### config.mk
export PLATFORM = sky130hd
export DESIGN_NAME = frame_section_reassembly_controller_unit
export DESIGN_NICKNAME = d
export VERILOG_FILES = /design/src/design/fsrc_pkg.sv /design/src/design/fsrc_ram.sv /design/src/design/frame_section_reassembly_controller_unit.sv
export SDC_FILE = /design/constraint.sdc
export NUM_CORES = 2
export LEC_CHECK = 0
export ABC_AREA = 1
export BUFFER_PORTS_ARGS = -buffer_cell sky130_fd_sc_hd__buf_2
export CELL_PAD_IN_SITES_DETAIL_PLACEMENT = 1
export CELL_PAD_IN_SITES_GLOBAL_PLACEMENT = 1
export CORE_ASPECT_RATIO = 0.6
export CORE_MARGIN = 5
export CORE_UTILIZATION = 52
export DETAILED_ROUTE_END_ITERATION = 10
export PLACE_DENSITY_LB_ADDON = 0.05
export SLEW_MARGIN = 20
export SYNTH_ARGS = -nofsm -noshare
export SYNTH_HDL_FRONTEND = slang
export SYNTH_SLANG_ARGS = --single-unit
### constraint.sdc
create_clock -name clock -period 9.71 [get_ports clock]
set_input_delay 2.4275 -clock clock [delete_from_list [all_inputs] [get_ports clock]]
set_output_delay 2.4275 -clock clock [all_outputs]
set_load 0.005 [all_outputs]
### src/design/fsrc_pkg.sv
// shared types and constants of the frame section reassembly controller
// no dependencies
package fsrc_pkg;

   localparam int HEADER_BYTES = 7;

   localparam int LEVEL_W = 4;
   localparam int SIZE_W  = 25;
   localparam int MASK_W  = 8;
   localparam int CSR_INDEX_W = 2;

   localparam logic [SIZE_W-1:0] BYTE_MAX = {SIZE_W{1'b1}};

   // configuration register indexes
   localparam logic [CSR_INDEX_W-1:0] CSR_BUFFER_LEVEL      = 2'd0;
   localparam logic [CSR_INDEX_W-1:0] CSR_FRAME_BUFFER_SIZE = 2'd1;
   localparam logic [CSR_INDEX_W-1:0] CSR_OPEN_MASK         = 2'd2;

   // reset values of the configuration registers
   localparam logic [LEVEL_W-1:0] LEVEL_RESET = 4'd3;
   localparam logic [SIZE_W-1:0]  SIZE_RESET  = 25'd65536;
   localparam logic [MASK_W-1:0]  MASK_RESET  = 8'd0;

   // result status codes
   localparam logic [2:0] ST_ERROR    = 3'd0;
   localparam logic [2:0] ST_CLOSED   = 3'd1;
   localparam logic [2:0] ST_OVERFLOW = 3'd2;
   localparam logic [2:0] ST_STORED   = 3'd3;
   localparam logic [2:0] ST_COMPLETE = 3'd4;

   typedef struct packed {
      logic [7:0]        frame_number;
      logic [7:0]        sect_count;
      logic [SIZE_W-1:0] byte_count;
   } slot_entry_type;

endpackage

### src/design/fsrc_ram.sv
// generic single-write, single-read memory with registered read data
// no dependencies
module fsrc_ram #(
   parameter int WIDTH  = 8,
   parameter int DEPTH  = 16,
   parameter int ADDR_W = $clog2(DEPTH)
) (
   input  logic              clock,
   input  logic              wr_en,
   input  logic [ADDR_W-1:0] wr_addr,
   input  logic [WIDTH-1:0]  wr_data,
   input  logic              rd_en,
   input  logic [ADDR_W-1:0] rd_addr,
   output logic [WIDTH-1:0]  rd_data
);

   logic [WIDTH-1:0] mem_ff [DEPTH];
   logic [WIDTH-1:0] rd_data_ff;

   always_ff @(posedge clock) begin
      if (wr_en) begin
         mem_ff[wr_addr] <= wr_data;
      end
      if (rd_en) begin
         rd_data_ff <= mem_ff[rd_addr];
      end
   end

   assign rd_data = rd_data_ff;

endmodule

### src/design/frame_section_reassembly_controller_unit.sv
// frame section reassembly controller: slot selection and count update per section header
// depends on fsrc_pkg and fsrc_ram
//
// channel  | ports                          | handshake
// ---------+--------------------------------+-------------------------------------
// request  | req_* fields                   | beat taken when start && !busy
// response | rsp_* fields                   | rsp_valid for one cycle, no back-pressure
// config   | csr_wr_en, csr_index, csr_wdata| written on any edge with csr_wr_en
//
// an error, short or closed-stream beat answers in the next cycle and leaves busy low
// a stored beat runs the slot modulo through a 2-bit-per-cycle remainder unit (S_DIV),
// then S_ADJ for slot choice and memory read and S_UPD for the count update; busy stays
// high through these states, and the next beat can be taken while the result is shown
// reset is synchronous; slot state has valid bits cleared by reset or a known register write
// the receiver cannot stall, so a result is never held
module frame_section_reassembly_controller_unit #(
   parameter int MAX_STREAMS = 8,
   parameter int MAX_LEVELS  = 8
) (
   input  logic        clock,
   input  logic        reset,
   input  logic        start,
   output logic        busy,
   input  logic        req_receive_error,
   input  logic [15:0] req_datagram_length,
   input  logic [7:0]  req_stream_id,
   input  logic [7:0]  req_frame_number,
   input  logic [7:0]  req_section_total,
   input  logic [23:0] req_byte_offset,
   output logic        rsp_valid,
   output logic [2:0]  rsp_status,
   output logic [2:0]  rsp_stream_out,
   output logic [2:0]  rsp_buffer_select,
   output logic [23:0] rsp_write_offset,
   output logic [15:0] rsp_write_length,
   output logic [24:0] rsp_frame_length,
   input  logic        csr_wr_en,
   input  logic [fsrc_pkg::CSR_INDEX_W-1:0] csr_index,
   input  logic [fsrc_pkg::SIZE_W-1:0]      csr_wdata
);

   localparam int STREAMS_EFF = (MAX_STREAMS < 8) ? MAX_STREAMS : 8;
   localparam int STREAM_W    = (STREAMS_EFF > 1) ? $clog2(STREAMS_EFF) : 1;
   localparam int NSTREAM     = 1 << STREAM_W;
   localparam int LVL_W       = $clog2(MAX_LEVELS);
   localparam int ADDR_W      = STREAM_W + LVL_W;
   localparam int DEPTH       = 1 << ADDR_W;
   localparam int ENTRY_W     = $bits(fsrc_pkg::slot_entry_type);

   localparam logic [1:0] S_IDLE = 2'd0;
   localparam logic [1:0] S_DIV  = 2'd1;
   localparam logic [1:0] S_ADJ  = 2'd2;
   localparam logic [1:0] S_UPD  = 2'd3;

   logic [1:0] state_ff, state_in;

   logic [3:0]  level_ff, level_in;
   logic [24:0] size_ff, size_in;
   logic [7:0]  mask_ff, mask_in;

   logic [15:0] dlen_ff, dlen_in;
   logic [7:0]  stream_ff, stream_in;
   logic [7:0]  frame_ff, frame_in;
   logic [7:0]  total_ff, total_in;
   logic [23:0] offset_ff, offset_in;
   logic [3:0]  levels_ff, levels_in;
   logic [7:0]  frame_sh_ff, frame_sh_in;
   logic [3:0]  rem_ff, rem_in;
   logic [1:0]  step_ff, step_in;
   logic [LVL_W-1:0] use_ff, use_in;

   logic [DEPTH-1:0]   slot_valid_ff, slot_valid_in;
   logic [NSTREAM-1:0] done_valid_ff, done_valid_in;
   logic [LVL_W-1:0]   done_slot_ff [NSTREAM];
   logic [LVL_W-1:0]   done_slot_in [NSTREAM];

   logic        rsp_valid_ff, rsp_valid_in;
   logic [2:0]  rsp_status_ff, rsp_status_in;
   logic [2:0]  rsp_stream_ff, rsp_stream_in;
   logic [2:0]  rsp_select_ff, rsp_select_in;
   logic [23:0] rsp_offset_ff, rsp_offset_in;
   logic [15:0] rsp_length_ff, rsp_length_in;
   logic [24:0] rsp_frame_ff, rsp_frame_in;

   // memory port
   logic              ram_wr_en, ram_rd_en;
   logic [ADDR_W-1:0] ram_wr_addr, ram_rd_addr;
   fsrc_pkg::slot_entry_type ram_wr_data, ram_rd_data;

   // working signals
   logic              accept, bad_beat, closed_beat, cfg_hit;
   logic [3:0]        levels_eff, divisor;
   logic [4:0]        part_a, part_b;
   logic [3:0]        rem_mid, rem_next;
   logic [STREAM_W-1:0] stream_sel;
   logic [LVL_W-1:0]  use_base, use_next, done_slot;
   logic [LVL_W:0]    use_inc;
   fsrc_pkg::slot_entry_type entry;
   logic [15:0]       data_len;
   logic [24:0]       end_pos;
   logic              overflow, complete;
   logic [7:0]        sc_base, sc_new;
   logic [24:0]       bc_base, bc_new;
   logic [25:0]       bc_sum;

   fsrc_ram #(
      .WIDTH (ENTRY_W),
      .DEPTH (DEPTH)
   ) u_slot_ram (
      .clock   (clock),
      .wr_en   (ram_wr_en),
      .wr_addr (ram_wr_addr),
      .wr_data (ram_wr_data),
      .rd_en   (ram_rd_en),
      .rd_addr (ram_rd_addr),
      .rd_data (ram_rd_data)
   );

   assign busy   = (state_ff != S_IDLE);
   assign accept = start && !busy;

   // effective slot count with out-of-range levels clamped
   always_comb begin
      if (level_ff < 4'd2) begin
         levels_eff = 4'd2;
      end else if (int'(level_ff) > MAX_LEVELS) begin
         levels_eff = 4'(MAX_LEVELS);
      end else begin
         levels_eff = level_ff;
      end
   end

   assign bad_beat    = req_receive_error
                        || (req_datagram_length < 16'(fsrc_pkg::HEADER_BYTES));
   assign closed_beat = (int'(req_stream_id) >= STREAMS_EFF)
                        || !mask_ff[req_stream_id[2:0]];

   // remainder unit: two restoring compare-subtract steps per cycle
   assign divisor = levels_ff - 4'd1;
   always_comb begin
      part_a = {rem_ff, frame_sh_ff[7]};
      if (part_a >= {1'b0, divisor}) begin
         part_a = part_a - {1'b0, divisor};
      end
      rem_mid = part_a[3:0];
      part_b  = {rem_mid, frame_sh_ff[6]};
      if (part_b >= {1'b0, divisor}) begin
         part_b = part_b - {1'b0, divisor};
      end
      rem_next = part_b[3:0];
   end

   // slot choice, stepping past the completed slot
   assign stream_sel = stream_ff[STREAM_W-1:0];
   assign use_base   = rem_ff[LVL_W-1:0];
   assign done_slot  = done_slot_ff[stream_sel];
   assign use_inc    = {1'b0, use_base} + {{LVL_W{1'b0}}, 1'b1};
   always_comb begin
      use_next = use_base;
      if (done_valid_ff[stream_sel] && (use_base >= done_slot)) begin
         if (5'(use_inc) >= {1'b0, levels_ff}) begin
            use_next = '0;
         end else begin
            use_next = use_inc[LVL_W-1:0];
         end
      end
   end

   assign ram_rd_en   = (state_ff == S_ADJ);
   assign ram_rd_addr = {stream_sel, use_next};
   assign ram_wr_addr = {stream_sel, use_ff};

   // slot update
   always_comb begin
      entry    = slot_valid_ff[ram_wr_addr] ? ram_rd_data : '0;
      data_len = dlen_ff - 16'(fsrc_pkg::HEADER_BYTES);
      end_pos  = {1'b0, offset_ff} + {9'd0, data_len};
      overflow = end_pos > size_ff;
      if (entry.frame_number == frame_ff) begin
         sc_base = entry.sect_count;
         bc_base = entry.byte_count;
      end else begin
         sc_base = '0;
         bc_base = '0;
      end
      bc_sum = {1'b0, bc_base} + {10'd0, data_len};
      if (overflow) begin
         sc_new = sc_base;
         bc_new = bc_base;
      end else begin
         sc_new = (sc_base == 8'hFF) ? sc_base : sc_base + 8'd1;
         bc_new = bc_sum[25] ? fsrc_pkg::BYTE_MAX : bc_sum[24:0];
      end
      complete = !overflow && (sc_new == total_ff);
      ram_wr_data.frame_number = frame_ff;
      ram_wr_data.sect_count   = sc_new;
      ram_wr_data.byte_count   = bc_new;
   end

   assign ram_wr_en = (state_ff == S_UPD);

   always_comb begin
      state_in      = state_ff;
      level_in      = level_ff;
      size_in       = size_ff;
      mask_in       = mask_ff;
      dlen_in       = dlen_ff;
      stream_in     = stream_ff;
      frame_in      = frame_ff;
      total_in      = total_ff;
      offset_in     = offset_ff;
      levels_in     = levels_ff;
      frame_sh_in   = frame_sh_ff;
      rem_in        = rem_ff;
      step_in       = step_ff;
      use_in        = use_ff;
      slot_valid_in = slot_valid_ff;
      done_valid_in = done_valid_ff;
      done_slot_in  = done_slot_ff;
      rsp_valid_in  = 1'b0;
      rsp_status_in = rsp_status_ff;
      rsp_stream_in = rsp_stream_ff;
      rsp_select_in = rsp_select_ff;
      rsp_offset_in = rsp_offset_ff;
      rsp_length_in = rsp_length_ff;
      rsp_frame_in  = rsp_frame_ff;

      case (state_ff)
         S_IDLE: begin
            if (accept) begin
               dlen_in     = req_datagram_length;
               stream_in   = req_stream_id;
               frame_in    = req_frame_number;
               total_in    = req_section_total;
               offset_in   = req_byte_offset;
               levels_in   = levels_eff;
               frame_sh_in = req_frame_number;
               rem_in      = '0;
               step_in     = '0;
               if (bad_beat || closed_beat) begin
                  rsp_valid_in  = 1'b1;
                  rsp_status_in = bad_beat ? fsrc_pkg::ST_ERROR : fsrc_pkg::ST_CLOSED;
                  rsp_stream_in = req_stream_id[2:0];
                  rsp_select_in = '0;
                  rsp_offset_in = '0;
                  rsp_length_in = '0;
                  rsp_frame_in  = '0;
               end else begin
                  state_in = S_DIV;
               end
            end
         end
         S_DIV: begin
            rem_in      = rem_next;
            frame_sh_in = {frame_sh_ff[5:0], 2'b00};
            step_in     = step_ff + 2'd1;
            if (step_ff == 2'd3) begin
               state_in = S_ADJ;
            end
         end
         S_ADJ: begin
            use_in   = use_next;
            state_in = S_UPD;
         end
         S_UPD: begin
            slot_valid_in[ram_wr_addr] = 1'b1;
            if (complete) begin
               done_valid_in[stream_sel] = 1'b1;
               done_slot_in[stream_sel]  = use_ff;
            end
            rsp_valid_in  = 1'b1;
            if (overflow) begin
               rsp_status_in = fsrc_pkg::ST_OVERFLOW;
            end else if (complete) begin
               rsp_status_in = fsrc_pkg::ST_COMPLETE;
            end else begin
               rsp_status_in = fsrc_pkg::ST_STORED;
            end
            rsp_stream_in = stream_ff[2:0];
            rsp_select_in = 3'(use_ff);
            rsp_offset_in = offset_ff;
            rsp_length_in = data_len;
            rsp_frame_in  = bc_new;
            state_in      = S_IDLE;
         end
         default: begin
            state_in = S_IDLE;
         end
      endcase

      // register writes; any known register clears all slot state
      cfg_hit = 1'b0;
      if (csr_wr_en) begin
         case (csr_index)
            fsrc_pkg::CSR_BUFFER_LEVEL: begin
               level_in = csr_wdata[3:0];
               cfg_hit  = 1'b1;
            end
            fsrc_pkg::CSR_FRAME_BUFFER_SIZE: begin
               size_in = csr_wdata;
               cfg_hit = 1'b1;
            end
            fsrc_pkg::CSR_OPEN_MASK: begin
               mask_in = csr_wdata[7:0];
               cfg_hit = 1'b1;
            end
            default: begin
               cfg_hit = 1'b0;
            end
         endcase
      end
      if (cfg_hit) begin
         slot_valid_in = '0;
         done_valid_in = '0;
      end
   end

   always_ff @(posedge clock) begin
      if (reset) begin
         state_ff      <= S_IDLE;
         level_ff      <= fsrc_pkg::LEVEL_RESET;
         size_ff       <= fsrc_pkg::SIZE_RESET;
         mask_ff       <= fsrc_pkg::MASK_RESET;
         slot_valid_ff <= '0;
         done_valid_ff <= '0;
         rsp_valid_ff  <= 1'b0;
      end else begin
         state_ff      <= state_in;
         level_ff      <= level_in;
         size_ff       <= size_in;
         mask_ff       <= mask_in;
         slot_valid_ff <= slot_valid_in;
         done_valid_ff <= done_valid_in;
         rsp_valid_ff  <= rsp_valid_in;
      end
   end

   always_ff @(posedge clock) begin
      dlen_ff       <= dlen_in;
      stream_ff     <= stream_in;
      frame_ff      <= frame_in;
      total_ff      <= total_in;
      offset_ff     <= offset_in;
      levels_ff     <= levels_in;
      frame_sh_ff   <= frame_sh_in;
      rem_ff        <= rem_in;
      step_ff       <= step_in;
      use_ff        <= use_in;
      done_slot_ff  <= done_slot_in;
      rsp_status_ff <= rsp_status_in;
      rsp_stream_ff <= rsp_stream_in;
      rsp_select_ff <= rsp_select_in;
      rsp_offset_ff <= rsp_offset_in;
      rsp_length_ff <= rsp_length_in;
      rsp_frame_ff  <= rsp_frame_in;
   end

   assign rsp_valid         = rsp_valid_ff;
   assign rsp_status        = rsp_status_ff;
   assign rsp_stream_out    = rsp_stream_ff;
   assign rsp_buffer_select = rsp_select_ff;
   assign rsp_write_offset  = rsp_offset_ff;
   assign rsp_write_length  = rsp_length_ff;
   assign rsp_frame_length  = rsp_frame_ff;

endmodule

==> impl_metrics.yaml <==
floorplanning:
  pin_count: 172
  coreArea_sq_mm: 0.2258
  die_area_sq_mm: 0.2371
  die_w_um: 625.3
  start_util_pct: 52.30
  rows: 135
  die_h_um: 379.2
synthesis:
  syn-cell-area_sq_mm: 0.1181
  synth_flop_cell: "edfxtp_1"
  async_flop_share_pct: 0
  netlist_instances: 8992
  ys_types: 55
  yosysWarnings: 0
  ys_ff_latch: 2955
  ys_seq_area_share_pct: 74.17
  avgSynthCellArea_sq_um: 13.14
  synth.net_count: 9174
  synth_edf_count: 2843
power:
  clkPwrFrac_pct: 32.8
  p_seq_share_pct: 43.7
  peakVddDrop_v: 0.0001996
  power_density_mw_per_mm2: 250.7
  comb_power_share_pct: 23.5
  leakage_nw: 41.50
  power_switching_mw: 10.83
  p_sw_share_pct: 32.67
  internal_power_mw: 22.31
place:
  place_hpwl_um: 248900
  pre_cts_ws_ns: 1.579
  dpl_cell_area_sq_mm: 0.1234
  gp_congestion: 0.8980
  portBuffers: 171
run:
  drv_cap: 0
hold_path:
  hold_depth: 2
  hp-start: "mask_ff[1]$_SDFFE_PP0P_"
  hold_path.class: "reg2reg"
timing:
  hold_viol_final: 0
  setup_viol: 0
  finalCritPeriodShare_pct: 87.32
  finClkSkew_ns: 0.04935
  fmax_mhz: 117.9
  tightest_slew_ns: 1.304
  maxSlewViolCount: 0
  layout_setup_ws_ns: 1.231
  setup_tns_ns: 0
  rsz0062_at_grt: "no"
  slew_headroom_pct: 12.13
  period_needed_ns: 8.479
clocking:
  cts_buffers: 280
  htreeDepth: 5
  tritoncts: "yes"
  ctsHoldBuffers: 0
  root_buffer: "clkbuf_16"
  cts.sinks: 2955
  worstSkewPairLatency_ns: 0.88
  clk_path_buf_depth: 4
  cts_resized: 0
  clk_pin_slew_ns: 0.07
  cts_setup_buffers: 0
route:
  drc: 0
  first_pass_iters: 6
  drt-wirelength-per-cell_um: 36.91
  routed-via-count: 84568
  drt_iter0_drc: 13225
  drtAntennaViolNets: 0
  avgViaCountPerCell: 6.845
  wl_um: 456000
global_routing:
  grt_pass1_wl_um: 631500
  grt_pass1_vias: 81043
  grt_max_degree: 183
  grt-ovfl-total: 0
  grt_usage_pct: 37.70
  antenna_found_initial: 22
critical_path:
  critical_path_class: "reg2reg"
  end_kind: "flop"
  r2r_end: "done_slot_ff[15]$_DFFE_PP_"
  required_ns: 10.27
  critical_path_arrival_ns: 9.04
  worstSetupStartpoint: "dlen_ff[0]$_DFFE_PP_"
  crit_slowest_cell: "xor2_1"
  r2r_cells: 39
  cp-start-kind: "flop"
  r2r_start: "dlen_ff[0]$_DFFE_PP_"
  path_common_cell: "nand2_1"
  slowest_delay_ns: 0.77
  crit_end: "done_slot_ff[15]$_DFFE_PP_"
  reg2reg_slack_ns: 1.23
  crit_fanout: 65
finish:
  stdcell_area_sq_mm: 0.1322
  syn_to_final_growth_pct: 11.88
  fin_nets: 9294
  final_core_util_pct: 58.52
  drive_above_1_share_pct: 10.28
outcome:
  status: "finished, final reports clean"
-- Yosys cell counts, types with 4 or more instances --
cell type  count  area [sq um]
edfxtp_1    2843         85370
nor2_1      1577          5919
o21ai_0     1411          7062
o221ai_1     477          4178
clkbuf_1     465          1745
nand2_1      454          1704
inv_1        322          1209
nand3_1      299          1496
o22ai_1      166          1039
a21oi_1      155         775.7
o211ai_1     122         915.9
dfxtp_1      112          2242
buf_2         94         470.5
ha_1          82          1026
o21bai_1      53         397.9
nand4_1       52         325.3
xor2_1        33         289.0
buf_1         26         97.59
or3_1         25         156.4
inv_2         17         63.81
nor3_1        17         85.08
a31oi_1       15         93.84
and2_1        15         93.84
xnor2_1       15         131.4
o21ai_1       13         65.06
a22oi_2       10         125.1
a311oi_1       9         78.83
a22oi_1        8         60.06
buf_6          8         90.09
nand3b_1       8         60.06
nor2_2         8         50.05
nor2_4         8         90.09
buf_4          7         52.55
a221oi_1       6         52.55
o2111ai_1      6         52.55
nor4_1         5         31.28
or2_2          5         31.28
fa_1           4         80.08
nor3_2         4         40.04
o21a_1         4         30.03
or2_0          4         25.02
-- cell families after synthesis --
logic type               after synthesis  share of synthesized area (%)
flip-flops                          2955                          74.17
AND/OR/NAND/NOR                     2493                          8.637
AO/OA/AOI/OAI                       2467                          12.72
buffers and inverters                943                          3.171
adder cells (fa/ha/maj)               86                         0.9364
XOR/XNOR                              48                         0.3559
-- power groups by stage --
| stage | clock network, mW | logic, mW | registers, mW |
|---|---|---|---|
| floorplan | 0 | 4.61 | 14.7 |
| global placement | 0 | 7.30 | 14.8 |
| detailed placement | 0 | 7.57 | 14.8 |
| CTS | 10.9 | 7.63 | 14.5 |
| global route | 11.5 | 8.30 | 14.5 |
| finish | 10.9 | 7.80 | 14.5 |
-- metal layers --
layer  up-vias  routed length, um  GRT usage [%]
met5         -                 89              0
met4        14              22500          15.86
met3      1061              60550          9.620
met2      5983             188900          52.60
met1     43616             183900          56.24
li1      33894                  -              -
-- stage by stage --
step	instances	hold WS [ns]	power, mW
after floorplan	8992	0.4240	19.35
after global placement	11843	0.4342	22.05
after detailed placement	11844	0.4417	22.32
after CTS	12329	0.4520	33.00
after global routing	12330	0.4638	34.24
final	12355	0.4496	33.13
-- sequential cells by signal, summed over array words and instances (netlist names), 3 cells and up --
| name | cells |
|---|---|
| stream_ff | 3 |
| levels_ff | 4 |
| total_ff | 8 |
| rsp_frame_length | 25 |
| offset_ff | 24 |
| use_ff | 3 |
| rsp_buffer_select | 3 |
| u_slot_ram.mem_ff | 2624 |
| u_slot_ram.rd_data | 41 |
| rsp_write_offset | 24 |
| done_valid_ff | 8 |
| dlen_ff | 16 |
| slot_valid_ff | 64 |
| rsp_write_length | 16 |
| rem_ff | 4 |
| size_ff | 25 |
| level_ff | 4 |
| frame_sh_ff | 8 |
| rsp_stream_out | 3 |
| done_slot_ff | 24 |
| frame_ff | 8 |
| rsp_status | 3 |
| mask_ff | 8 |
-- cell usage in the layout (no fill, tap or decap), drive strengths merged, types with 122 or more instances in the layout --
master / instances
a21oi: 155
buf: 438
clkbuf: 358
edfxtp: 2843
inv: 342
nand2: 458
nand3: 302
nor2: 1593
o211ai: 122
o21ai: 1424
o221ai: 477
o22ai: 166
-- worst min path at each step --
stage,slack (ns),end
after floorplan,0.42,mask_ff[5]$_SDFFE_PP0P_
after global placement,0.43,mask_ff[0]$_SDFFE_PP0P_
after detailed placement,0.44,mask_ff[1]$_SDFFE_PP0P_
after CTS,0.45,mask_ff[1]$_SDFFE_PP0P_
after global routing,0.46,mask_ff[1]$_SDFFE_PP0P_
final,0.45,mask_ff[1]$_SDFFE_PP0P_
-- cell type report --
type	count	area, sq um
Multi-Input combinational cell	5094	27400
Fill cell	21671	93680
Inverter	343	1316
Tap cell	3014	3771
Clock buffer	358	7518
Sequential cell	2955	87610
Timing Repair Buffer	438	3343
Clock inverter	127	1134
Antenna cell	26	65.06
-- worst max-delay path, delay by kind of cell, from the launching register on --
family                   cells  cell delay [ns]
AND/OR/NAND/NOR             27             4.48
adder cells (fa/ha/maj)      3             0.96
buffers and inverters        7             1.37
flip-flops                   1             0.45
XOR/XNOR                     2             0.86
Power figures use the tool's default switching activity.
